==> src/design/assert_macros.svh <==
// Shared assertion shorthands; clk and rst are the block's clock and reset.
`ifndef ASSERT_MACROS_SVH
`define ASSERT_MACROS_SVH

// Consequent must hold in the same cycle as the antecedent.
`define ASSERT_SAME(label, ante, cons, msg) \
  label: assert property (@(posedge clk) disable iff (rst) (ante) |-> (cons)) \
    else $error(msg);

// Consequent must hold in the cycle after the antecedent.
`define ASSERT_NEXT(label, ante, cons, msg) \
  label: assert property (@(posedge clk) disable iff (rst) (ante) |=> (cons)) \
    else $error(msg);

`endif

==> src/design/dpt_pkg.sv <==
package dpt_pkg;

  localparam int SAMPLE_W = 12;
  localparam int POS_W    = 10;
  localparam int REGEN_W  = 7;
  localparam int DRIVE_W  = 11;
  localparam int ACC_W    = 16;
  localparam int FILTER_SHIFT = 4;
  localparam int FB_W     = ACC_W - FILTER_SHIFT;
  localparam int TOL_W    = SAMPLE_W + 1;
  localparam int LIM_W    = POS_W + 1;
  localparam int NUM_W    = 22;
  localparam int DEN_W    = 12;
  localparam int SUM_W    = NUM_W + 2;
  localparam int DATA_W   = 32;
  localparam int ADDR_W   = 5;

  localparam int SCALE_FULL = 1000;
  localparam int HALF_DRIVE = 500;
  localparam int REGEN_STEP = 10;

  localparam int DEFAULT_RANGE_TOLERANCE = 15;
  localparam int DEFAULT_MISMATCH_LIMIT  = 75;
  localparam int DEFAULT_POT_COUNT       = 2;

  localparam logic [SAMPLE_W-1:0] RST_POT1_MIN = 12'd8;
  localparam logic [SAMPLE_W-1:0] RST_POT1_MAX = 12'd450;
  localparam logic [SAMPLE_W-1:0] RST_POT2_MIN = 12'd355;
  localparam logic [SAMPLE_W-1:0] RST_POT2_MAX = 12'd1800;
  localparam logic [POS_W-1:0]    RST_REGEN_END     = 10'd0;
  localparam logic [POS_W-1:0]    RST_FORWARD_START = 10'd175;
  localparam logic [POS_W-1:0]    RST_HALF_POWER    = 10'd665;
  localparam logic [REGEN_W-1:0]  RST_MAX_REGEN     = 7'd0;

  typedef enum logic [2:0] {
    REG_POT1_MIN      = 3'd0,
    REG_POT1_MAX      = 3'd1,
    REG_POT2_MIN      = 3'd2,
    REG_POT2_MAX      = 3'd3,
    REG_REGEN_END     = 3'd4,
    REG_FORWARD_START = 3'd5,
    REG_HALF_POWER    = 3'd6,
    REG_MAX_REGEN     = 3'd7
  } reg_idx_t;

  typedef enum logic [2:0] {
    FAULT_NONE     = 3'd0,
    FAULT_POT1_HI  = 3'd1,
    FAULT_POT1_LO  = 3'd2,
    FAULT_POT2_HI  = 3'd3,
    FAULT_POT2_LO  = 3'd4,
    FAULT_MISMATCH = 3'd5
  } fault_t;

  typedef enum logic [1:0] {
    MODE_NONE,
    MODE_REGEN,
    MODE_FWD_LOW,
    MODE_FWD_HIGH
  } drive_mode_t;

  typedef enum logic [3:0] {
    ST_IDLE,
    ST_CHECK,
    ST_POT_START,
    ST_POT_WAIT,
    ST_MIX,
    ST_DRV_PREP,
    ST_DRV_START,
    ST_DRV_WAIT,
    ST_FINISH
  } ctrl_state_t;

  typedef struct packed {
    logic [SAMPLE_W-1:0] pot1_min;
    logic [SAMPLE_W-1:0] pot1_max;
    logic [SAMPLE_W-1:0] pot2_min;
    logic [SAMPLE_W-1:0] pot2_max;
    logic [POS_W-1:0]    regen_end;
    logic [POS_W-1:0]    forward_start;
    logic [POS_W-1:0]    half_power_point;
    logic [REGEN_W-1:0]  max_pedal_regen;
  } cfg_t;

  typedef struct packed {
    logic load;
    logic check;
    logic pot_start;
    logic mix;
    logic drv_prep;
    logic drv_start;
    logic finish;
  } cmd_t;

  typedef struct packed {
    logic pot_done;
    logic drv_done;
    logic fault;
    logic out_free;
  } status_t;

  typedef struct packed {
    logic             hi;
    logic             lo;
    logic             rev;
    logic [NUM_W-1:0] num;
    logic [DEN_W-1:0] den;
  } pot_chk_t;

  // Range check, clamp and build the scaling division for one pot.
  function automatic pot_chk_t check_pot(input logic [SAMPLE_W-1:0] s,
                                         input logic [SAMPLE_W-1:0] mn,
                                         input logic [SAMPLE_W-1:0] mx,
                                         input logic [TOL_W-1:0]    tol);
    pot_chk_t            r;
    logic [SAMPLE_W-1:0] c;
    logic [TOL_W-1:0]    low_bound;
    logic [SAMPLE_W-1:0] off;
    c    = s;
    r.hi = 1'b0;
    r.lo = 1'b0;
    if (s > mx) begin
      r.hi = {1'b0, s} > ({1'b0, mx} + tol);
      c    = mx;
    end
    low_bound = ({1'b0, mn} >= tol) ? ({1'b0, mn} - tol) : '0;
    if (s < mn) begin
      r.lo = {1'b0, s} < low_bound;
      c    = mn;
    end
    r.rev = !(mn < mx);
    off   = r.rev ? (c - mx) : (c - mn);
    r.den = r.rev ? (mn - mx) : (mx - mn);
    r.num = NUM_W'(off) * NUM_W'(SCALE_FULL);
    return r;
  endfunction

endpackage

==> src/design/dpt_ctrl.sv <==
module dpt_ctrl
  import dpt_pkg::*;
(
  input  logic    clk,
  input  logic    rst,
  input  logic    in_valid,
  input  status_t status,
  output logic    in_ready,
  output cmd_t    cmd
);

  ctrl_state_t state;
  ctrl_state_t state_next;

  always_ff @(posedge clk) begin
    if (rst) begin
      state <= ST_IDLE;
    end else begin
      state <= state_next;
    end
  end

  always_comb begin
    state_next = state;
    unique case (state)
      ST_IDLE:      if (in_valid) state_next = ST_CHECK;
      ST_CHECK:     state_next = ST_POT_START;
      ST_POT_START: state_next = ST_POT_WAIT;
      ST_POT_WAIT:  if (status.pot_done) state_next = ST_MIX;
      ST_MIX:       state_next = ST_DRV_PREP;
      // a fault skips the drive curve
      ST_DRV_PREP:  state_next = status.fault ? ST_FINISH : ST_DRV_START;
      ST_DRV_START: state_next = ST_DRV_WAIT;
      ST_DRV_WAIT:  if (status.drv_done) state_next = ST_FINISH;
      ST_FINISH:    if (status.out_free) state_next = ST_IDLE;
      default:      state_next = ST_IDLE;
    endcase
  end

  always_comb begin
    cmd      = '0;
    in_ready = 1'b0;
    unique case (state)
      ST_IDLE: begin
        in_ready = 1'b1;
        cmd.load = in_valid;
      end
      ST_CHECK:     cmd.check     = 1'b1;
      ST_POT_START: cmd.pot_start = 1'b1;
      ST_MIX:       cmd.mix       = 1'b1;
      ST_DRV_PREP:  cmd.drv_prep  = 1'b1;
      ST_DRV_START: cmd.drv_start = 1'b1;
      ST_FINISH:    cmd.finish    = status.out_free;
      default: begin
      end
    endcase
  end

endmodule

==> config.mk <==
export PLATFORM = sky130hd
export DESIGN_NAME = dpt_ctrl
export DESIGN_NICKNAME = d
export VERILOG_FILES = /design/src/design/assert_macros.svh /design/src/design/dpt_pkg.sv /design/src/design/dpt_ctrl.sv
export SDC_FILE = /design/constraint.sdc
export NUM_CORES = 1
export LEC_CHECK = 0
export BUFFER_PORTS_ARGS = -buffer_cell sky130_fd_sc_hd__buf_4
export CORE_AREA = 3 3 40 42
export DETAILED_ROUTE_END_ITERATION = 10
export DIE_AREA = 0 0 43 45
export PLACE_DENSITY_LB_ADDON = 0.05
export SYNTH_ARGS = -nofsm -noshare
export SYNTH_HDL_FRONTEND = slang
export SYNTH_SLANG_ARGS = --single-unit
==> constraint.sdc <==
create_clock -name clk -period 1.1 [get_ports clk]
set_input_delay 0.055 -clock clk [delete_from_list [all_inputs] [get_ports clk]]
set_output_delay 0.055 -clock clk [all_outputs]
set_load 0.01 [all_outputs]
==> reports/results.tsv <==
stage	metric	value	unit
cells_and_area	nets	80	
place	placed_area	487	µm²
detailed_routing	wl_per_cell	13.1	µm
cells_and_area	n_antenna_cell	0	
synth	ys_top_cells_by_area	dfxtp_1 24%, nand2b_4 8.2%, nor2_1 7.8%	
synth	synth_top_cell_area_share	23.9	%
place	dpl.hpwl	735	µm
power	seq_power_share	28.8	%
critical_path	start_kind	flip-flop	
global_route	grt.busiest_layer	met2	
global_route	overflow	0	
power	p_sw	177	µW
detailed_routing	drt_iter0_markers	5	
detailed_routing	drt_wl_total	1120	µm
cells_and_area	drive_gt1_share	74.6	%
global_route	grt_usage	12.4	%
critical_path	cpMaxStageDelayCell	dfxtp_2	
cells_and_area	top_register	state	
die	dieHeight	45	µm
synth	synth-seq-cells	4	
cts	cts_buffers	3	
timing	hold_slack	0.0269	ns
critical_path	worst_ep_required_time	1.04	ns
detailed_routing	drc	0	
synth	synth_flop_cell	dfxtp_1	
synth	syn-cell-area	335	µm²
cells_and_area	stdcell_count	86	
global_route	grt_start_max_net_pins	10	
synth	ys_seq_area_share	23.9	%
global_route	grt_antenna_before_repair	0	
cells_and_area	largest_reg_flops	4	
die	num_io_pins	15	
critical_path	max_stage_delay	0.32	ns
flow_run	max_cap_violations	0	
power	power.share.switching	29.0	%
place	gp_congestion	0.798	
synth	synth.distinct_cells	21	
power	peakVddDrop	346	µV
cts	cts-hold-fix-buffers	0	
timing	setup_ws	-0.166	ns
die	row_count	13	
cells_and_area	fin_area	702	µm²
critical_path	cp_top_family	simple AND/OR/NAND/NOR gates	
synth	syn_nets	47	
outcome	status	finished with violations	
place	dp_cells	73	
timing	hold_violations	0	
cts	clock-sinks	4	
timing	rsz0062_at_grt	yes	
timing	tightest_slew	0.216	ns
timing	maxSlewViolCount	0	
synth	syn_area_per_cell	8.38	µm²
detailed_routing	via_count	413	
timing	period_minus_slack	1.27	ns
timing	max_clock_freq	0.790	GHz
power	p_per_area	870	nW/µm²
die	die_x	43	µm
power	cellLeakagePower	0.323	nW
outcome	violations	setup timing	
cts	cts_buffer_depth	2	
critical_path	crit_buf_inv	2	
die	core	1280	µm²
critical_path	worstPathCellList	buf_6, nor4_4, and2_1, buf_4	
synth	synthCells	40	
timing	finalCritPeriodShare	115	%
timing	fin_skew	0.00144	ns
place	port_buffers	14	
cts	clk_latency	0.23	ns
cells_and_area	syn_to_final_growth	109	%
die	start_util	26.1	%
timing	slew_headroom	85.6	%
synth	synth_edf_count	0	
min_path	hp-class	primary input to flip-flop	
detailed_routing	final_antenna_net_count	0	
timing	setup_viol	12	
synth	yosysWarnings	0	
critical_path	arrival	1.21	ns
global_route	grt_use_met1	14.1	%
power	pwr-share-clk	28.4	%
synth	synthArstFlopShare	0	%
cells_and_area	reg.largest.list	state (4)	
critical_path	end_kind	output port	
global_route	grt_pass1_vias	415	
global_route	grtUsageMet3	1.20	%
global_route	gr-usage-met2	25.1	%
detailed_routing	routed_via_density	4.80	
critical_path	crit_fanout	5	
die	die_area	1940	µm²
cts	root_buffer	clkbuf_4	
cts	path_clk_slew	0.04	ns
global_route	grt_pass1_wl	1840	µm
power	internal_power	433	µW
cts	h-tree-depth	1	
detailed_routing	dr.pass1.iters	3	
cts	cts_tree	yes	
synth	yosys.area.top_type	dfxtp_1	
power	comb_power_share	42.8	%
critical_path	crit_type	flip-flop to output port	
## layer usage
| metal | vias up | part of all wire, % |
|---|---|---|
| met5 | - | 0 |
| met4 | 0 | 0 |
| met3 | 0 | 3.6 |
| met2 | 11 | 55 |
| met1 | 195 | 41 |
| li1 | 207 | - |
## final timing paths
path	start	endpoint	slack, ns	cells after the start
setup / recovery	state[2]	cmd[6]	-0.17	4
hold / removal	rst	state[1]	0.03	2
setup reg to reg	state[2]	state[2]	-0.09	5
hold reg to reg	state[3]	state[1]	0.66	2
## power groups by stage
| stage | Combinational, mW | Clock [mW] | Sequential (mW) |
|---|---|---|---|
| 3_3_place_gp | 0.164 | 0 | 0.182 |
| 4_1_cts | 0.243 | 0.181 | 0.175 |
| 6_report | 0.262 | 0.173 | 0.176 |
| 5_1_grt | 0.282 | 0.199 | 0.178 |
| 2_1_floorplan | 0.106 | 0 | 0.163 |
| 3_5_place_dp | 0.167 | 0 | 0.184 |
## Yosys cell counts (2+ instances only)
cell,n
a21oi_1,3
nand2b_4,2
buf_6,2
dfxtp_1,4
nor2_1,7
buf_2,2
nor3_1,5
a21o_1,2
## kinds of logic after synthesis
logic type      after synthesis  share of synthesized area (%)
simple gates                 21                           44.0
compound gates               10                           19.4
flops                         4                           23.9
buf+inv                       4                           9.70
mux                           1                           2.99
## worst reg2reg max path, delay by kind of cell, from the launching register on
family	cells	cell delay (ns)
flip-flops	1	0.34
AND/OR/NAND/NOR	2	0.20
multiplexers	1	0.23
buffers and inverters	1	0.10
AO/OA/AOI/OAI	1	0.19
## final cells by class
class	instances	area, µm²
repair buffers	32	275
clock buffers	3	22.5
well taps	15	18.8
flip-flops and latches	4	90.1
fillers	120	583
multi-input cells	32	295
## stage by stage
step,utilization [%],setup TNS [ns],setup WS (ns),total power [mW]
2_1_floorplan,-,-0.0126,-0.0111,0.269
3_3_place_gp,37.9,-0.134,-0.0511,0.346
3_5_place_dp,37.9,-0.217,-0.0658,0.351
4_1_cts,50.9,-0.933,-0.168,0.599
5_1_grt,54.6,-1.63,-0.246,0.659
6_report,54.6,-0.948,-0.166,0.611
## cell usage in the layout, fill, tap and decap left out, drive strengths merged
cell / netlist / final
nor4: 1 / 1
clkbuf: 0 / 3
a21o: 2 / 2
a211oi: 1 / 1
and4b: 1 / 1
o21ai: 1 / 1
or3: 1 / 1
nand2b: 3 / 3
nor2: 7 / 7
a31oi: 1 / 1
dfxtp: 4 / 4
nand4b: 1 / 1
and2: 1 / 1
and4bb: 1 / 1
o211ai: 1 / 1
nor3: 5 / 5
a21oi: 4 / 4
buf: 4 / 32
mux2i: 1 / 1
## timing repair
item,4_1_cts,5_1_grt
setup buffers,10,1
gates cloned,0,0
gates resized for setup,16,11
setup endpoints to repair,12,12
pin swaps,7,8
Note: power is estimated with default switching activity, not from simulation.
