===== src/design/assert_macros.svh =====
// Shared assertion shorthands; clk and rst are the block's clock and reset.
`ifndef ASSERT_MACROS_SVH
`define ASSERT_MACROS_SVH

// Consequent must hold in the same cycle as the antecedent.
`define ASSERT_SAME(label, ante, cons, msg) \
  label: assert property (@(posedge clk) disable iff (rst) (ante) |-> (cons)) \
    else $error(msg);

// Consequent must hold in the cycle after the antecedent.
`define ASSERT_NEXT(label, ante, cons, msg) \
  label: assert property (@(posedge clk) disable iff (rst) (ante) |=> (cons)) \
    else $error(msg);

`endif


===== src/design/dpt_pkg.sv =====
package dpt_pkg;

  localparam int SAMPLE_W = 12;
  localparam int POS_W    = 10;
  localparam int REGEN_W  = 7;
  localparam int DRIVE_W  = 11;
  localparam int ACC_W    = 16;
  localparam int FILTER_SHIFT = 4;
  localparam int FB_W     = ACC_W - FILTER_SHIFT;
  localparam int TOL_W    = SAMPLE_W + 1;
  localparam int LIM_W    = POS_W + 1;
  localparam int NUM_W    = 22;
  localparam int DEN_W    = 12;
  localparam int SUM_W    = NUM_W + 2;
  localparam int DATA_W   = 32;
  localparam int ADDR_W   = 5;

  localparam int SCALE_FULL = 1000;
  localparam int HALF_DRIVE = 500;
  localparam int REGEN_STEP = 10;

  localparam int DEFAULT_RANGE_TOLERANCE = 15;
  localparam int DEFAULT_MISMATCH_LIMIT  = 75;
  localparam int DEFAULT_POT_COUNT       = 2;

  localparam logic [SAMPLE_W-1:0] RST_POT1_MIN = 12'd8;
  localparam logic [SAMPLE_W-1:0] RST_POT1_MAX = 12'd450;
  localparam logic [SAMPLE_W-1:0] RST_POT2_MIN = 12'd355;
  localparam logic [SAMPLE_W-1:0] RST_POT2_MAX = 12'd1800;
  localparam logic [POS_W-1:0]    RST_REGEN_END     = 10'd0;
  localparam logic [POS_W-1:0]    RST_FORWARD_START = 10'd175;
  localparam logic [POS_W-1:0]    RST_HALF_POWER    = 10'd665;
  localparam logic [REGEN_W-1:0]  RST_MAX_REGEN     = 7'd0;

  typedef enum logic [2:0] {
    REG_POT1_MIN      = 3'd0,
    REG_POT1_MAX      = 3'd1,
    REG_POT2_MIN      = 3'd2,
    REG_POT2_MAX      = 3'd3,
    REG_REGEN_END     = 3'd4,
    REG_FORWARD_START = 3'd5,
    REG_HALF_POWER    = 3'd6,
    REG_MAX_REGEN     = 3'd7
  } reg_idx_t;

  typedef enum logic [2:0] {
    FAULT_NONE     = 3'd0,
    FAULT_POT1_HI  = 3'd1,
    FAULT_POT1_LO  = 3'd2,
    FAULT_POT2_HI  = 3'd3,
    FAULT_POT2_LO  = 3'd4,
    FAULT_MISMATCH = 3'd5
  } fault_t;

  typedef enum logic [1:0] {
    MODE_NONE,
    MODE_REGEN,
    MODE_FWD_LOW,
    MODE_FWD_HIGH
  } drive_mode_t;

  typedef enum logic [3:0] {
    ST_IDLE,
    ST_CHECK,
    ST_POT_START,
    ST_POT_WAIT,
    ST_MIX,
    ST_DRV_PREP,
    ST_DRV_START,
    ST_DRV_WAIT,
    ST_FINISH
  } ctrl_state_t;

  typedef struct packed {
    logic [SAMPLE_W-1:0] pot1_min;
    logic [SAMPLE_W-1:0] pot1_max;
    logic [SAMPLE_W-1:0] pot2_min;
    logic [SAMPLE_W-1:0] pot2_max;
    logic [POS_W-1:0]    regen_end;
    logic [POS_W-1:0]    forward_start;
    logic [POS_W-1:0]    half_power_point;
    logic [REGEN_W-1:0]  max_pedal_regen;
  } cfg_t;

  typedef struct packed {
    logic load;
    logic check;
    logic pot_start;
    logic mix;
    logic drv_prep;
    logic drv_start;
    logic finish;
  } cmd_t;

  typedef struct packed {
    logic pot_done;
    logic drv_done;
    logic fault;
    logic out_free;
  } status_t;

  typedef struct packed {
    logic             hi;
    logic             lo;
    logic             rev;
    logic [NUM_W-1:0] num;
    logic [DEN_W-1:0] den;
  } pot_chk_t;

  // Range check, clamp and build the scaling division for one pot.
  function automatic pot_chk_t check_pot(input logic [SAMPLE_W-1:0] s,
                                         input logic [SAMPLE_W-1:0] mn,
                                         input logic [SAMPLE_W-1:0] mx,
                                         input logic [TOL_W-1:0]    tol);
    pot_chk_t            r;
    logic [SAMPLE_W-1:0] c;
    logic [TOL_W-1:0]    low_bound;
    logic [SAMPLE_W-1:0] off;
    c    = s;
    r.hi = 1'b0;
    r.lo = 1'b0;
    if (s > mx) begin
      r.hi = {1'b0, s} > ({1'b0, mx} + tol);
      c    = mx;
    end
    low_bound = ({1'b0, mn} >= tol) ? ({1'b0, mn} - tol) : '0;
    if (s < mn) begin
      r.lo = {1'b0, s} < low_bound;
      c    = mn;
    end
    r.rev = !(mn < mx);
    off   = r.rev ? (c - mx) : (c - mn);
    r.den = r.rev ? (mn - mx) : (mx - mn);
    r.num = NUM_W'(off) * NUM_W'(SCALE_FULL);
    return r;
  endfunction

endpackage


===== src/design/dpt_regs.sv =====
module dpt_regs
  import dpt_pkg::*;
(
  input  logic              clk,
  input  logic              rst,
  input  logic              psel,
  input  logic              penable,
  input  logic              pwrite,
  input  logic [ADDR_W-1:0] paddr,
  input  logic [DATA_W-1:0] pwdata,
  output logic [DATA_W-1:0] prdata,
  output cfg_t              cfg
);

  reg_idx_t idx;
  logic     wr_en;

  assign idx   = reg_idx_t'(paddr[ADDR_W-1:2]);
  assign wr_en = psel && penable && pwrite;

  always_ff @(posedge clk) begin
    if (rst) begin
      cfg.pot1_min         <= RST_POT1_MIN;
      cfg.pot1_max         <= RST_POT1_MAX;
      cfg.pot2_min         <= RST_POT2_MIN;
      cfg.pot2_max         <= RST_POT2_MAX;
      cfg.regen_end        <= RST_REGEN_END;
      cfg.forward_start    <= RST_FORWARD_START;
      cfg.half_power_point <= RST_HALF_POWER;
      cfg.max_pedal_regen  <= RST_MAX_REGEN;
    end else if (wr_en) begin
      unique case (idx)
        REG_POT1_MIN:      cfg.pot1_min         <= pwdata[SAMPLE_W-1:0];
        REG_POT1_MAX:      cfg.pot1_max         <= pwdata[SAMPLE_W-1:0];
        REG_POT2_MIN:      cfg.pot2_min         <= pwdata[SAMPLE_W-1:0];
        REG_POT2_MAX:      cfg.pot2_max         <= pwdata[SAMPLE_W-1:0];
        REG_REGEN_END:     cfg.regen_end        <= pwdata[POS_W-1:0];
        REG_FORWARD_START: cfg.forward_start    <= pwdata[POS_W-1:0];
        REG_HALF_POWER:    cfg.half_power_point <= pwdata[POS_W-1:0];
        REG_MAX_REGEN:     cfg.max_pedal_regen  <= pwdata[REGEN_W-1:0];
      endcase
    end
  end

  always_comb begin
    unique case (idx)
      REG_POT1_MIN:      prdata = DATA_W'(cfg.pot1_min);
      REG_POT1_MAX:      prdata = DATA_W'(cfg.pot1_max);
      REG_POT2_MIN:      prdata = DATA_W'(cfg.pot2_min);
      REG_POT2_MAX:      prdata = DATA_W'(cfg.pot2_max);
      REG_REGEN_END:     prdata = DATA_W'(cfg.regen_end);
      REG_FORWARD_START: prdata = DATA_W'(cfg.forward_start);
      REG_HALF_POWER:    prdata = DATA_W'(cfg.half_power_point);
      REG_MAX_REGEN:     prdata = DATA_W'(cfg.max_pedal_regen);
    endcase
  end

endmodule


===== config.mk =====
export PLATFORM = sky130hd
export DESIGN_NAME = dpt_regs
export DESIGN_NICKNAME = d
export VERILOG_FILES = /design/src/design/assert_macros.svh /design/src/design/dpt_pkg.sv /design/src/design/dpt_regs.sv
export SDC_FILE = /design/constraint.sdc
export NUM_CORES = 1
export LEC_CHECK = 0
export BUFFER_PORTS_ARGS = -buffer_cell sky130_fd_sc_hd__buf_2
export CAP_MARGIN = 0
export CORE_MARGIN = 2
export CORE_UTILIZATION = 44
export CTS_BUF_LIST = sky130_fd_sc_hd__clkbuf_16
export DETAILED_ROUTE_END_ITERATION = 8
export PLACE_DENSITY = 0.76
export SLEW_MARGIN = 20
export SYNTH_ARGS = -nofsm -noshare
export SYNTH_HDL_FRONTEND = slang
export SYNTH_SLANG_ARGS = --single-unit

===== constraint.sdc =====
create_clock -name clk -period 1.9 [get_ports clk]
set_input_delay 0.475 -clock clk [delete_from_list [all_inputs] [get_ports clk]]
set_output_delay 0.475 -clock clk [all_outputs]
set_load 0.02 [all_outputs]

==> results.ini <==
[clock_network]
cts_buffer_depth = 2
cts_sinks = 85
cts_tree = done
clk_latency_ns = 0.33
hold_buffers = 0
cts_buffers = 9
clk_pin_slew_ns = 0.07
cts_root_buf = clkbuf_16
htree_levels = 3

[detailed_routing]
vias = 4313
wl_met2_um = 6380
drt-vias-per-instance = 5.66
wirelength_um = 13900
wl_met3_um = 1370
drc = 0
maxUsedRoutingLayer = met4
drtIter0Drc = 311
dr.pass1.iters = 6
wl_per_cell_um = 18.3
wl_met1_um = 5710
ant_nets = 0

[layout]
largestRegisters = cfg x85
num_antenna_cells = 0
fin_cells = 762
largest_reg_flops = 85
final_nets = 688
final_common_cell = nand2_1
top_register = cfg
final_cell_mix = nand2_1 (124), buf_2 (101), dfxtp_1 (74)
areaGrowthSynthToFinish_pct = 36.7
drive_above_1_share_pct = 39.2

[grt]
grt_pass1_vias = 3945
grt.total_usage_pct = 25.9
grt_pass1_wl_um = 20500
antenna_found_initial = 0
grt_max_degree = 86
grt_overflow = 0

[timing]
skew_ns = 0
relSlewSlack_pct = 63.5
fin_crit_ns = 2.12
post-route-period-util_pct = 112
max_freq_mhz = 471
tns_ns = -1.83
final.setup.worst_slack_ns = -0.222
hold_viol = 0
maxSlewViolCount = 0
worst_pin_slew_ns = 0.545
setup_viol = 11
rsz0062_at_grt = yes

[logic_synthesis]
syn_inst = 509
seq_area_frac_synth_pct = 41.2
yosys_register_bits = 85
syn_area_um2 = 4130
synth_edf_count = 0
yosysWarnings = 0
synth_ff_type = dfxtp_1
syn_area_per_cell_um2 = 8.10
async_reset_ff_share_pct = 0
ys_types = 40

[worst_setup_path]
reg2reg_depth = 3
endpoint_kind = output pin
cp-startpoint = cfg[18]$_SDFFE_PP1P_
worst-setup-path-type = register to output pin
arrival_ns = 1.65
critPathLaunchType = register
crit_chain = mux2_4, a22o_1, a221oi_2, nor2_2, buf_6
crit_slowest_cell = dfxtp_2
cp_slowest_stage_delay_ns = 0.33
r2r_start = cfg[50]$_SDFFE_PP1P_
rrSetupSlack_ns = 1.03
cp.required_ns = 1.42
r2r-end = cfg[50]$_SDFFE_PP1P_
cp_max_fo = 3

[power_and_ir_drop]
p_per_area_nw_per_um2 = 716
power.leakage_nw = 2.39
ir_worst_vdd_v = 0.000418

[worst_hold_path]
hold_path.class = input pin to register
hp-start = pwdata[11]
min_path_cells = 3
hold_end = cfg[72]$_SDFFE_PP0P_

[place]
hpwl_um = 9200
placed_cells = 729
routabilityCongestion = 0.944
portBuffers = 116

[floorplanning]
rows = 35
io_pins = 159
coreArea_um2 = 9150
die-area_um2 = 10200
chipWidth_um = 101
initial_core_util_pct = 45.1
dieHeight_um = 101

[status]
violations = negative setup slack
status = complete, but fails checks

[flow_run]
max_cap_viol_count = 0

worst max-delay path: cells and delay by family, from the launching register on:
| kind | cells | cell delay [ns] |
|---|---|---|
| AO/OA/AOI/OAI | 2 | 0.50 |
| flip-flops | 1 | 0.33 |
| multiplexers | 1 | 0.27 |
| buffers and inverters | 1 | 0.13 |
| AND/OR/NAND/NOR | 1 | 0.07 |
logic make-up (layout without fill, tap and decap cells):
logic type,count (synthesis),after routing,share of synthesized area [%]
other,1,20,0.0909
muxes,19,19,5.43
buffers and inverters,72,195,10.8
and+or+nand+nor,196,196,22.9
AOI/OAI and AO/OA,136,136,19.6
DFF,85,85,41.2
final cells by class:
type | count | area (um^2)
inverter | 10 | 37.5
fill | 738 | 3510
multi-input combinational | 371 | 2280
tap | 111 | 139
timing repair buffer | 169 | 1190
sequential | 85 | 1720
clock buffer | 9 | 225
clock inverter | 7 | 48.8
worst max path at each step:
stage / endpoint / slack [ns]
after floorplan: prdata[4] / -0.08
after global routing: prdata[1] / -0.28
after CTS: prdata[2] / -0.22
after global placement: prdata[2] / -0.44
final: prdata[1] / -0.22
after detailed placement: prdata[2] / -0.45
timing repair:
item / in CTS / in global routing
setup buffers: 13 / 3
cloned: 2 / 1
resized for setup: 49 / 37
pin swaps: 13 / 11
setup endpoints to repair: 12 / 24
synthesized netlist by cell type, types with 9 or more instances:
library cell / number / area (um^2)
a21oi_1: 64 / 320
dfxtp_1: 85 / 1700
a221oi_1: 14 / 123
nand3b_1: 21 / 158
a22o_1: 9 / 78.8
buf_2: 12 / 60.1
inv_1: 10 / 37.5
mux2i_1: 10 / 100
clkbuf_1: 15 / 56.3
nor2_1: 26 / 97.6
buf_4: 30 / 225
nand2_1: 124 / 465
o21ai_0: 37 / 185
report_power, final:
group          switching, W  internal, W
combinational      0.000346     0.000241
clock              0.000747     0.000889
sequential        0.0000142      0.00180
total               0.00111      0.00293
per-layer routing:
layer	up-vias	global-route usage [%]
met3	49	4.65
met1	2013	34.4
met4	0	11.4
met5	-	0
met2	280	41.0
li1	1971	-
per-stage QoR:
| stage | power [W] | utilization [%] | setup slack [ns] | hold WS [ns] | instance area, um^2 |
|---|---|---|---|---|---|
| 6_report | 0.00403 | 61.6 | -0.222 | 0.413 | 5640 |
| 5_1_grt | 0.00414 | 61.6 | -0.281 | 0.412 | 5640 |
| 3_3_place_gp | 0.00231 | 53.4 | -0.439 | 0.454 | 4890 |
| 4_1_cts | 0.00398 | 59.8 | -0.217 | 0.405 | 5470 |
| 3_5_place_dp | 0.00231 | 53.4 | -0.450 | 0.464 | 4890 |
| 2_1_floorplan | 0.00220 | - | -0.0766 | 0.542 | 4290 |
Power figures use the tool's default switching activity.
