--- src/design/assert_macros.svh ---
// Shared assertion shorthands; clk and rst are the block's clock and reset.
`ifndef ASSERT_MACROS_SVH
`define ASSERT_MACROS_SVH

// Consequent must hold in the same cycle as the antecedent.
`define ASSERT_SAME(label, ante, cons, msg) \
  label: assert property (@(posedge clk) disable iff (rst) (ante) |-> (cons)) \
    else $error(msg);

// Consequent must hold in the cycle after the antecedent.
`define ASSERT_NEXT(label, ante, cons, msg) \
  label: assert property (@(posedge clk) disable iff (rst) (ante) |=> (cons)) \
    else $error(msg);

`endif

--- src/design/dpt_pkg.sv ---
package dpt_pkg;

  localparam int SAMPLE_W = 12;
  localparam int POS_W    = 10;
  localparam int REGEN_W  = 7;
  localparam int DRIVE_W  = 11;
  localparam int ACC_W    = 16;
  localparam int FILTER_SHIFT = 4;
  localparam int FB_W     = ACC_W - FILTER_SHIFT;
  localparam int TOL_W    = SAMPLE_W + 1;
  localparam int LIM_W    = POS_W + 1;
  localparam int NUM_W    = 22;
  localparam int DEN_W    = 12;
  localparam int SUM_W    = NUM_W + 2;
  localparam int DATA_W   = 32;
  localparam int ADDR_W   = 5;

  localparam int SCALE_FULL = 1000;
  localparam int HALF_DRIVE = 500;
  localparam int REGEN_STEP = 10;

  localparam int DEFAULT_RANGE_TOLERANCE = 15;
  localparam int DEFAULT_MISMATCH_LIMIT  = 75;
  localparam int DEFAULT_POT_COUNT       = 2;

  localparam logic [SAMPLE_W-1:0] RST_POT1_MIN = 12'd8;
  localparam logic [SAMPLE_W-1:0] RST_POT1_MAX = 12'd450;
  localparam logic [SAMPLE_W-1:0] RST_POT2_MIN = 12'd355;
  localparam logic [SAMPLE_W-1:0] RST_POT2_MAX = 12'd1800;
  localparam logic [POS_W-1:0]    RST_REGEN_END     = 10'd0;
  localparam logic [POS_W-1:0]    RST_FORWARD_START = 10'd175;
  localparam logic [POS_W-1:0]    RST_HALF_POWER    = 10'd665;
  localparam logic [REGEN_W-1:0]  RST_MAX_REGEN     = 7'd0;

  typedef enum logic [2:0] {
    REG_POT1_MIN      = 3'd0,
    REG_POT1_MAX      = 3'd1,
    REG_POT2_MIN      = 3'd2,
    REG_POT2_MAX      = 3'd3,
    REG_REGEN_END     = 3'd4,
    REG_FORWARD_START = 3'd5,
    REG_HALF_POWER    = 3'd6,
    REG_MAX_REGEN     = 3'd7
  } reg_idx_t;

  typedef enum logic [2:0] {
    FAULT_NONE     = 3'd0,
    FAULT_POT1_HI  = 3'd1,
    FAULT_POT1_LO  = 3'd2,
    FAULT_POT2_HI  = 3'd3,
    FAULT_POT2_LO  = 3'd4,
    FAULT_MISMATCH = 3'd5
  } fault_t;

  typedef enum logic [1:0] {
    MODE_NONE,
    MODE_REGEN,
    MODE_FWD_LOW,
    MODE_FWD_HIGH
  } drive_mode_t;

  typedef enum logic [3:0] {
    ST_IDLE,
    ST_CHECK,
    ST_POT_START,
    ST_POT_WAIT,
    ST_MIX,
    ST_DRV_PREP,
    ST_DRV_START,
    ST_DRV_WAIT,
    ST_FINISH
  } ctrl_state_t;

  typedef struct packed {
    logic [SAMPLE_W-1:0] pot1_min;
    logic [SAMPLE_W-1:0] pot1_max;
    logic [SAMPLE_W-1:0] pot2_min;
    logic [SAMPLE_W-1:0] pot2_max;
    logic [POS_W-1:0]    regen_end;
    logic [POS_W-1:0]    forward_start;
    logic [POS_W-1:0]    half_power_point;
    logic [REGEN_W-1:0]  max_pedal_regen;
  } cfg_t;

  typedef struct packed {
    logic load;
    logic check;
    logic pot_start;
    logic mix;
    logic drv_prep;
    logic drv_start;
    logic finish;
  } cmd_t;

  typedef struct packed {
    logic pot_done;
    logic drv_done;
    logic fault;
    logic out_free;
  } status_t;

  typedef struct packed {
    logic             hi;
    logic             lo;
    logic             rev;
    logic [NUM_W-1:0] num;
    logic [DEN_W-1:0] den;
  } pot_chk_t;

  // Range check, clamp and build the scaling division for one pot.
  function automatic pot_chk_t check_pot(input logic [SAMPLE_W-1:0] s,
                                         input logic [SAMPLE_W-1:0] mn,
                                         input logic [SAMPLE_W-1:0] mx,
                                         input logic [TOL_W-1:0]    tol);
    pot_chk_t            r;
    logic [SAMPLE_W-1:0] c;
    logic [TOL_W-1:0]    low_bound;
    logic [SAMPLE_W-1:0] off;
    c    = s;
    r.hi = 1'b0;
    r.lo = 1'b0;
    if (s > mx) begin
      r.hi = {1'b0, s} > ({1'b0, mx} + tol);
      c    = mx;
    end
    low_bound = ({1'b0, mn} >= tol) ? ({1'b0, mn} - tol) : '0;
    if (s < mn) begin
      r.lo = {1'b0, s} < low_bound;
      c    = mn;
    end
    r.rev = !(mn < mx);
    off   = r.rev ? (c - mx) : (c - mn);
    r.den = r.rev ? (mn - mx) : (mx - mn);
    r.num = NUM_W'(off) * NUM_W'(SCALE_FULL);
    return r;
  endfunction

endpackage

--- src/design/dpt_div.sv ---
module dpt_div
  import dpt_pkg::*;
(
  input  logic             clk,
  input  logic             rst,
  input  logic             start,
  input  logic [NUM_W-1:0] num,
  input  logic [DEN_W-1:0] den,
  output logic             done,
  output logic [NUM_W-1:0] quo
);

  localparam int STEPS = NUM_W / 2;
  localparam int CNT_W = $clog2(STEPS);

  // nq holds the remaining dividend bits on top and the quotient bits below
  logic [NUM_W-1:0] nq;
  logic [DEN_W-1:0] rem;
  logic [DEN_W-1:0] den_r;
  logic [CNT_W-1:0] cnt;
  logic             busy;
  logic [DEN_W:0]   part_a;
  logic [DEN_W:0]   part_b;
  logic [DEN_W:0]   diff_a;
  logic [DEN_W:0]   diff_b;
  logic             ge_a;
  logic             ge_b;
  logic [DEN_W-1:0] rem_a;
  logic [DEN_W-1:0] rem_b;

  // two restoring steps per cycle
  always_comb begin
    part_a = {rem, nq[NUM_W-1]};
    ge_a   = part_a >= {1'b0, den_r};
    diff_a = part_a - {1'b0, den_r};
    rem_a  = ge_a ? diff_a[DEN_W-1:0] : part_a[DEN_W-1:0];
    part_b = {rem_a, nq[NUM_W-2]};
    ge_b   = part_b >= {1'b0, den_r};
    diff_b = part_b - {1'b0, den_r};
    rem_b  = ge_b ? diff_b[DEN_W-1:0] : part_b[DEN_W-1:0];
  end

  always_ff @(posedge clk) begin
    if (rst) begin
      busy <= 1'b0;
      done <= 1'b0;
      cnt  <= '0;
    end else if (start) begin
      busy <= 1'b1;
      done <= 1'b0;
      cnt  <= '0;
    end else if (busy) begin
      cnt <= cnt + 1'b1;
      if (cnt == CNT_W'(STEPS - 1)) begin
        busy <= 1'b0;
        done <= 1'b1;
      end
    end
  end

  always_ff @(posedge clk) begin
    if (start) begin
      nq    <= num;
      rem   <= '0;
      den_r <= den;
    end else if (busy) begin
      nq  <= {nq[NUM_W-3:0], ge_a, ge_b};
      rem <= rem_b;
    end
  end

  // a zero divisor gives a zero quotient
  assign quo = (den_r == '0) ? '0 : nq;

endmodule

--- src/design/dpt_datapath.sv ---
module dpt_datapath
  import dpt_pkg::*;
#(
  parameter int RANGE_TOLERANCE = DEFAULT_RANGE_TOLERANCE,
  parameter int MISMATCH_LIMIT  = DEFAULT_MISMATCH_LIMIT,
  parameter int POT_COUNT       = DEFAULT_POT_COUNT
) (
  input  logic                      clk,
  input  logic                      rst,
  input  cmd_t                      cmd,
  input  cfg_t                      cfg,
  input  logic [SAMPLE_W-1:0]       pot1_sample,
  input  logic [SAMPLE_W-1:0]       pot2_sample,
  input  logic                      out_ready,
  output status_t                   status,
  output logic                      out_valid,
  output logic signed [DRIVE_W-1:0] drive_command,
  output logic [2:0]                fault_code
);

  localparam logic [TOL_W-1:0] TOL = TOL_W'(RANGE_TOLERANCE);
  localparam logic [LIM_W-1:0] LIM = LIM_W'(MISMATCH_LIMIT);

  logic [SAMPLE_W-1:0] s1;
  logic [SAMPLE_W-1:0] s2;
  pot_chk_t            chk1;
  pot_chk_t            chk2;
  fault_t              code;
  logic [ACC_W-1:0]    acc;
  drive_mode_t         mode;
  logic                drv_neg;
  logic [NUM_W-1:0]    drv_num;
  logic [DEN_W-1:0]    drv_den;

  logic                div1_start;
  logic [NUM_W-1:0]    div1_num;
  logic [DEN_W-1:0]    div1_den;
  logic                div1_done;
  logic                div2_done;
  logic [NUM_W-1:0]    q1;
  logic [NUM_W-1:0]    q2;

  // first divider scales pot 1, then serves the drive curve
  assign div1_start = cmd.pot_start || cmd.drv_start;
  assign div1_num   = cmd.drv_start ? drv_num : chk1.num;
  assign div1_den   = cmd.drv_start ? drv_den : chk1.den;

  dpt_div u_div1 (
    .clk   (clk),
    .rst   (rst),
    .start (div1_start),
    .num   (div1_num),
    .den   (div1_den),
    .done  (div1_done),
    .quo   (q1)
  );

  dpt_div u_div2 (
    .clk   (clk),
    .rst   (rst),
    .start (cmd.pot_start),
    .num   (chk2.num),
    .den   (chk2.den),
    .done  (div2_done),
    .quo   (q2)
  );

  always_ff @(posedge clk) begin
    if (cmd.load) begin
      s1 <= pot1_sample;
      s2 <= pot2_sample;
    end
    if (cmd.check) begin
      chk1 <= check_pot(s1, cfg.pot1_min, cfg.pot1_max, TOL);
      chk2 <= check_pot(s2, cfg.pot2_min, cfg.pot2_max, TOL);
    end
  end

  // combine the scaled pots, pick the fault code, step the filter
  logic [POS_W-1:0]   v1;
  logic [POS_W-1:0]   v2;
  logic [LIM_W-1:0]   pair_sum;
  logic [POS_W-1:0]   val;
  logic               mismatch;
  fault_t             code1;
  fault_t             code2;
  fault_t             code_next;
  logic [ACC_W-1:0]   acc_next;

  always_comb begin
    v1 = chk1.rev ? (POS_W'(SCALE_FULL) - q1[POS_W-1:0]) : q1[POS_W-1:0];
    v2 = chk2.rev ? (POS_W'(SCALE_FULL) - q2[POS_W-1:0]) : q2[POS_W-1:0];
    pair_sum = {1'b0, v1} + {1'b0, v2};
    mismatch = ({1'b0, v1} > ({1'b0, v2} + LIM)) || ({1'b0, v2} > ({1'b0, v1} + LIM));
    code1 = chk1.lo ? FAULT_POT1_LO : (chk1.hi ? FAULT_POT1_HI : FAULT_NONE);
    code2 = chk2.lo ? FAULT_POT2_LO : (chk2.hi ? FAULT_POT2_HI : FAULT_NONE);
    if (code1 != FAULT_NONE) begin
      code_next = code1;
      val       = v1;
    end else if (POT_COUNT > 1) begin
      code_next = mismatch ? FAULT_MISMATCH : code2;
      val       = pair_sum[LIM_W-1:1];
    end else begin
      code_next = FAULT_NONE;
      val       = v1;
    end
    acc_next = acc + ACC_W'(val) - ACC_W'(acc[ACC_W-1:FILTER_SHIFT]);
  end

  always_ff @(posedge clk) begin
    if (rst) begin
      acc <= '0;
    end else if (cmd.mix && (code_next == FAULT_NONE)) begin
      acc <= acc_next;
    end
  end

  always_ff @(posedge clk) begin
    if (cmd.mix) begin
      code <= code_next;
    end
  end

  // set up the drive curve division from the filtered pedal position
  logic [FB_W-1:0]    fb;
  logic               in_regen;
  logic               in_fwd;
  drive_mode_t        mode_next;
  logic [DEN_W-1:0]   mul_a;
  logic [FB_W-1:0]    mul_b;
  logic [DEN_W-1:0]   den_next;
  logic               neg_next;
  logic [DEN_W-1:0]   regen_scale;

  always_comb begin
    fb          = acc[ACC_W-1:FILTER_SHIFT];
    in_regen    = (cfg.regen_end != '0) && (fb <= FB_W'(cfg.regen_end));
    in_fwd      = fb >= FB_W'(cfg.forward_start);
    regen_scale = (DEN_W'(cfg.max_pedal_regen) << 3) + (DEN_W'(cfg.max_pedal_regen) << 1);
    neg_next    = 1'b0;
    if (in_fwd) begin
      mode_next = (fb <= FB_W'(cfg.half_power_point)) ? MODE_FWD_LOW : MODE_FWD_HIGH;
    end else if (in_regen) begin
      mode_next = MODE_REGEN;
    end else begin
      mode_next = MODE_NONE;
    end
    unique case (mode_next)
      MODE_REGEN: begin
        mul_a    = regen_scale;
        mul_b    = FB_W'(cfg.regen_end) - fb;
        den_next = DEN_W'(cfg.regen_end);
      end
      MODE_FWD_LOW: begin
        mul_a    = DEN_W'(HALF_DRIVE);
        mul_b    = fb - FB_W'(cfg.forward_start);
        den_next = DEN_W'(cfg.half_power_point) - DEN_W'(cfg.forward_start);
      end
      MODE_FWD_HIGH: begin
        mul_a = DEN_W'(HALF_DRIVE);
        mul_b = fb - FB_W'(cfg.half_power_point);
        // past full scale the segment runs backward
        if (DEN_W'(cfg.half_power_point) > DEN_W'(SCALE_FULL)) begin
          den_next = DEN_W'(cfg.half_power_point) - DEN_W'(SCALE_FULL);
          neg_next = 1'b1;
        end else begin
          den_next = DEN_W'(SCALE_FULL) - DEN_W'(cfg.half_power_point);
        end
      end
      MODE_NONE: begin
        mul_a    = '0;
        mul_b    = '0;
        den_next = '0;
      end
    endcase
  end

  always_ff @(posedge clk) begin
    if (cmd.drv_prep) begin
      mode    <= mode_next;
      drv_neg <= neg_next;
      drv_num <= NUM_W'(mul_a) * NUM_W'(mul_b);
      drv_den <= den_next;
    end
  end

  // apply the segment offset and saturate, or give zero on a fault
  logic signed [SUM_W-1:0] qs;
  logic signed [SUM_W-1:0] drive_raw;
  logic signed [SUM_W-1:0] drive_sat;

  always_comb begin
    qs = $signed({2'b00, q1});
    unique case (mode)
      MODE_REGEN:    drive_raw = -qs;
      MODE_FWD_LOW:  drive_raw = qs;
      MODE_FWD_HIGH: drive_raw = drv_neg ? (SUM_W'(HALF_DRIVE) - qs)
                                         : (SUM_W'(HALF_DRIVE) + qs);
      MODE_NONE:     drive_raw = '0;
    endcase
    if (code != FAULT_NONE) begin
      drive_sat = '0;
    end else if (drive_raw > SUM_W'(SCALE_FULL)) begin
      drive_sat = SUM_W'(SCALE_FULL);
    end else if (drive_raw < -SUM_W'(SCALE_FULL)) begin
      drive_sat = -SUM_W'(SCALE_FULL);
    end else begin
      drive_sat = drive_raw;
    end
  end

  always_ff @(posedge clk) begin
    if (rst) begin
      out_valid <= 1'b0;
    end else if (cmd.finish) begin
      out_valid <= 1'b1;
    end else if (out_ready) begin
      out_valid <= 1'b0;
    end
  end

  always_ff @(posedge clk) begin
    if (cmd.finish) begin
      drive_command <= drive_sat[DRIVE_W-1:0];
      fault_code    <= code;
    end
  end

  assign status.pot_done = div1_done && div2_done;
  assign status.drv_done = div1_done;
  assign status.fault    = (code != FAULT_NONE);
  assign status.out_free = !out_valid || out_ready;

endmodule

--- config.mk ---
export PLATFORM = sky130hd
export DESIGN_NAME = dpt_datapath
export DESIGN_NICKNAME = d
export VERILOG_FILES = /design/src/design/assert_macros.svh /design/src/design/dpt_pkg.sv /design/src/design/dpt_div.sv /design/src/design/dpt_datapath.sv
export SDC_FILE = /design/constraint.sdc
export NUM_CORES = 2
export LEC_CHECK = 0
export BUFFER_PORTS_ARGS = -buffer_cell sky130_fd_sc_hd__buf_4
export CORE_ASPECT_RATIO = 0.9
export CORE_MARGIN = 5
export CORE_UTILIZATION = 40
export CTS_BUF_LIST = sky130_fd_sc_hd__clkbuf_4 sky130_fd_sc_hd__clkbuf_8
export CTS_CLUSTER_SIZE = 30
export DETAILED_ROUTE_END_ITERATION = 16
export PLACE_DENSITY = 0.62
export SYNTH_ARGS = -nofsm -noshare
export SYNTH_HDL_FRONTEND = slang
export SYNTH_SLANG_ARGS = --single-unit
--- constraint.sdc ---
create_clock -name clk -period 9.3 [get_ports clk]
set_input_delay 1.395 -clock clk [delete_from_list [all_inputs] [get_ports clk]]
set_output_delay 1.395 -clock clk [all_outputs]
set_load 0.02 [all_outputs]
==> results.cfg <==
[clock_network]
cts_tree = yes
ctsResizeCount = 0
postCtsSetupRepairBufs = 0
clk_latency_ps = 660
holdBufCountCts = 0
clk_pin_slew_ps = 60
cts.sinks = 265
cts.path.max_buffers = 3
clockRootBuffer = clkbuf_8
htree_levels = 2
numCtsBuffers = 49

[logic_synthesis]
yosysTopAreaCellShare_pct = 19.04
ys.warnings.count = 0
synth_area_um2 = 33440
synth-edff-count = 212
ys_async_sr_fraction_pct = 0
seq_area_frac_synth_pct = 22.21
synth.avg_cell_area_um2 = 8.755
synthCells = 3819
synth_most_common_cell = ha_1
yosys.area.top_type = edfxtp_1
ys_types = 95
synthTopCellsByArea = edfxtp_1 (19%), ha_1 (18%), fa_1 (11%)
synthFlopType = edfxtp_1
synth.cells.most_frequent = ha_1 (468), inv_1 (445), nand2_1 (294), a21oi_1 (289), nor2_1 (282)
synth_nets = 4587
synth_seq_cells = 265

[routing]
vias_per_cell = 5.457
route.detailed.drc = 0
route.final.wire_length_um = 90140
first_iter_violations = 2237
drtAntennaViolNets = 0
drt-wirelength-per-cell_um = 17.57
vias = 27998
first_pass_iters = 6

[sta]
finalSetupViolations = 0
setup-tns-final_ps = 0
slew_headroom_pct = 19.34
hold_ws_ps = 394.6
rsz0062_at_grt = false
timing.fmax_ghz = 0.1161
fin_skew_ps = 53.17
hold_viol_final = 0
fin_crit_sh_pct = 92.62
min_period_ps = 8614
worstMarginPinSlew_ps = 1209
setup_slack_ps = 686.5
maxSlewViolCount = 0

[setup_path]
cp_max_fo = 10
cpMaxStageDelayCell = or4_1
path_buf_inv = 5
cp.arrival_ps = 8970
cpPeakStageDelay_ps = 570
path_common_cell = fa_1
start_kind = primary input
end_kind = flop
critPathKind = primary input to flop
cp_top_family = adder cells
cp.required_ps = 9650

[placement]
post-place-ws_ps = 127.1
dp_hpwl_um = 73350
routabilityCongestion = 0.9319
numPortBuffers = 137

[layout]
fin_nets = 4734
utilization_pct = 45.02
drive_gt1_share_pct = 10.16
area_growth_pct = 11.53
fill_cells = 8199

[outcome]
status = finished clean

[die]
io_pins = 138
dieArea_um2 = 89480
die_y_um = 284.3
start_util_pct = 40.37
rows = 100
fp.coreArea_um2 = 82830
die_w_um = 314.8

[global_routing]
grt-ovfl-total = 0
antenna_found_initial = 5
first_global_vias = 26846
grt_max_degree = 69
track_usage_pct = 19.68
grt_pass1_wl_um = 144300

[hold_path]
worstHoldPathType = flop to flop

[run]
cap_violations = 0
-- layout make-up --
cell class,instances,area [um^2],area share (%)
Clock buffer,65,838.3,2.248
Sequential cell,265,7427,19.92
Antenna cell,3,7.507,0.02013
Timing Repair Buffer,220,1652,4.429
Inverter,447,1678,4.499
Tap cell,1122,1404,3.765
Clock inverter,26,409.1,1.097
Multi-Input combinational cell,2983,23880,64.02
-- through the flow --
step / area, um^2 / std cells
6_report: 37290 / 5131
5_1_grt: 37290 / 5129
4_1_cts: 37280 / 5128
3_5_place_dp: 36040 / 5037
3_3_place_gp: 36040 / 5037
2_1_floorplan: 33460 / 3819
-- placed cells by master (no fill, tap or decap), drive strengths merged, types with 11 or more instances in the layout --
cell	Yosys	final
a221oi	12	12
nor2b	51	51
a21boi	14	14
dfxtp	53	53
a2111oi	13	13
or3	26	26
inv	446	450
nor2	283	283
o221ai	11	11
o21a	36	36
and2	28	28
edfxtp	212	212
nor3	87	87
nor4	25	25
a21o	84	84
o31ai	27	27
or2	24	24
a211oi	40	40
o21ai	201	201
fa	181	181
o21bai	28	28
a21oi	289	289
mux2i	80	80
buf	20	220
nand3	62	62
xnor2	167	167
xor2	82	82
nand2	294	294
clkbuf	104	65
mux2	38	38
o211ai	25	25
ha	468	468
nand2b	38	38
a41oi	11	11
nand4	54	54
a31oi	31	31
and3	33	33
-- cells by family after synthesis --
logic type	after synthesis	share of synthesized area, %
flip-flops	265	22.21
XOR/XNOR	249	6.522
adder cells (fa/ha/maj)	649	28.35
buffers and inverters	571	6.526
multiplexers	118	3.675
AND/OR/NAND/NOR	1041	15.01
AO/OA/AOI/OAI	926	17.71
-- final timing paths --
path                              start               to  slack (ps)  depth (start not counted)
worst max-delay path             cfg[7]      drv_num[21]         690                         32
worst min-delay path            chk2[6]  u_div2.den_r[6]         390                          0
worst max register to register   acc[5]      drv_num[21]         880                         28
worst min register to register  chk2[6]  u_div2.den_r[6]         390                          0
-- routing by layer --
metal | GRT usage (%) | up-vias | part of all wire, %
li1 | - | 13813 | -
met1 | 27.62 | 13262 | 46
met2 | 30.86 | 774 | 44
met3 | 3.453 | 147 | 6.1
met4 | 6.480 | 2 | 3.3
met5 | 0 | - | 0.013
-- registers in the layout, summed over array words and instances (netlist names), 4 cells and up --
signal,cells
u_div2.cnt,4
s2,12
chk1,34
drv_num,21
u_div1.cnt,4
u_div2.rem,12
s1,12
drive_command,11
u_div1.rem,12
acc,16
drv_den,11
u_div2.nq,22
chk2,34
u_div2.den_r,12
u_div1.den_r,12
u_div1.nq,22
Power is not shown: default switching activity piles up to over one toggle a cycle in this logic, so the estimate is an artifact.
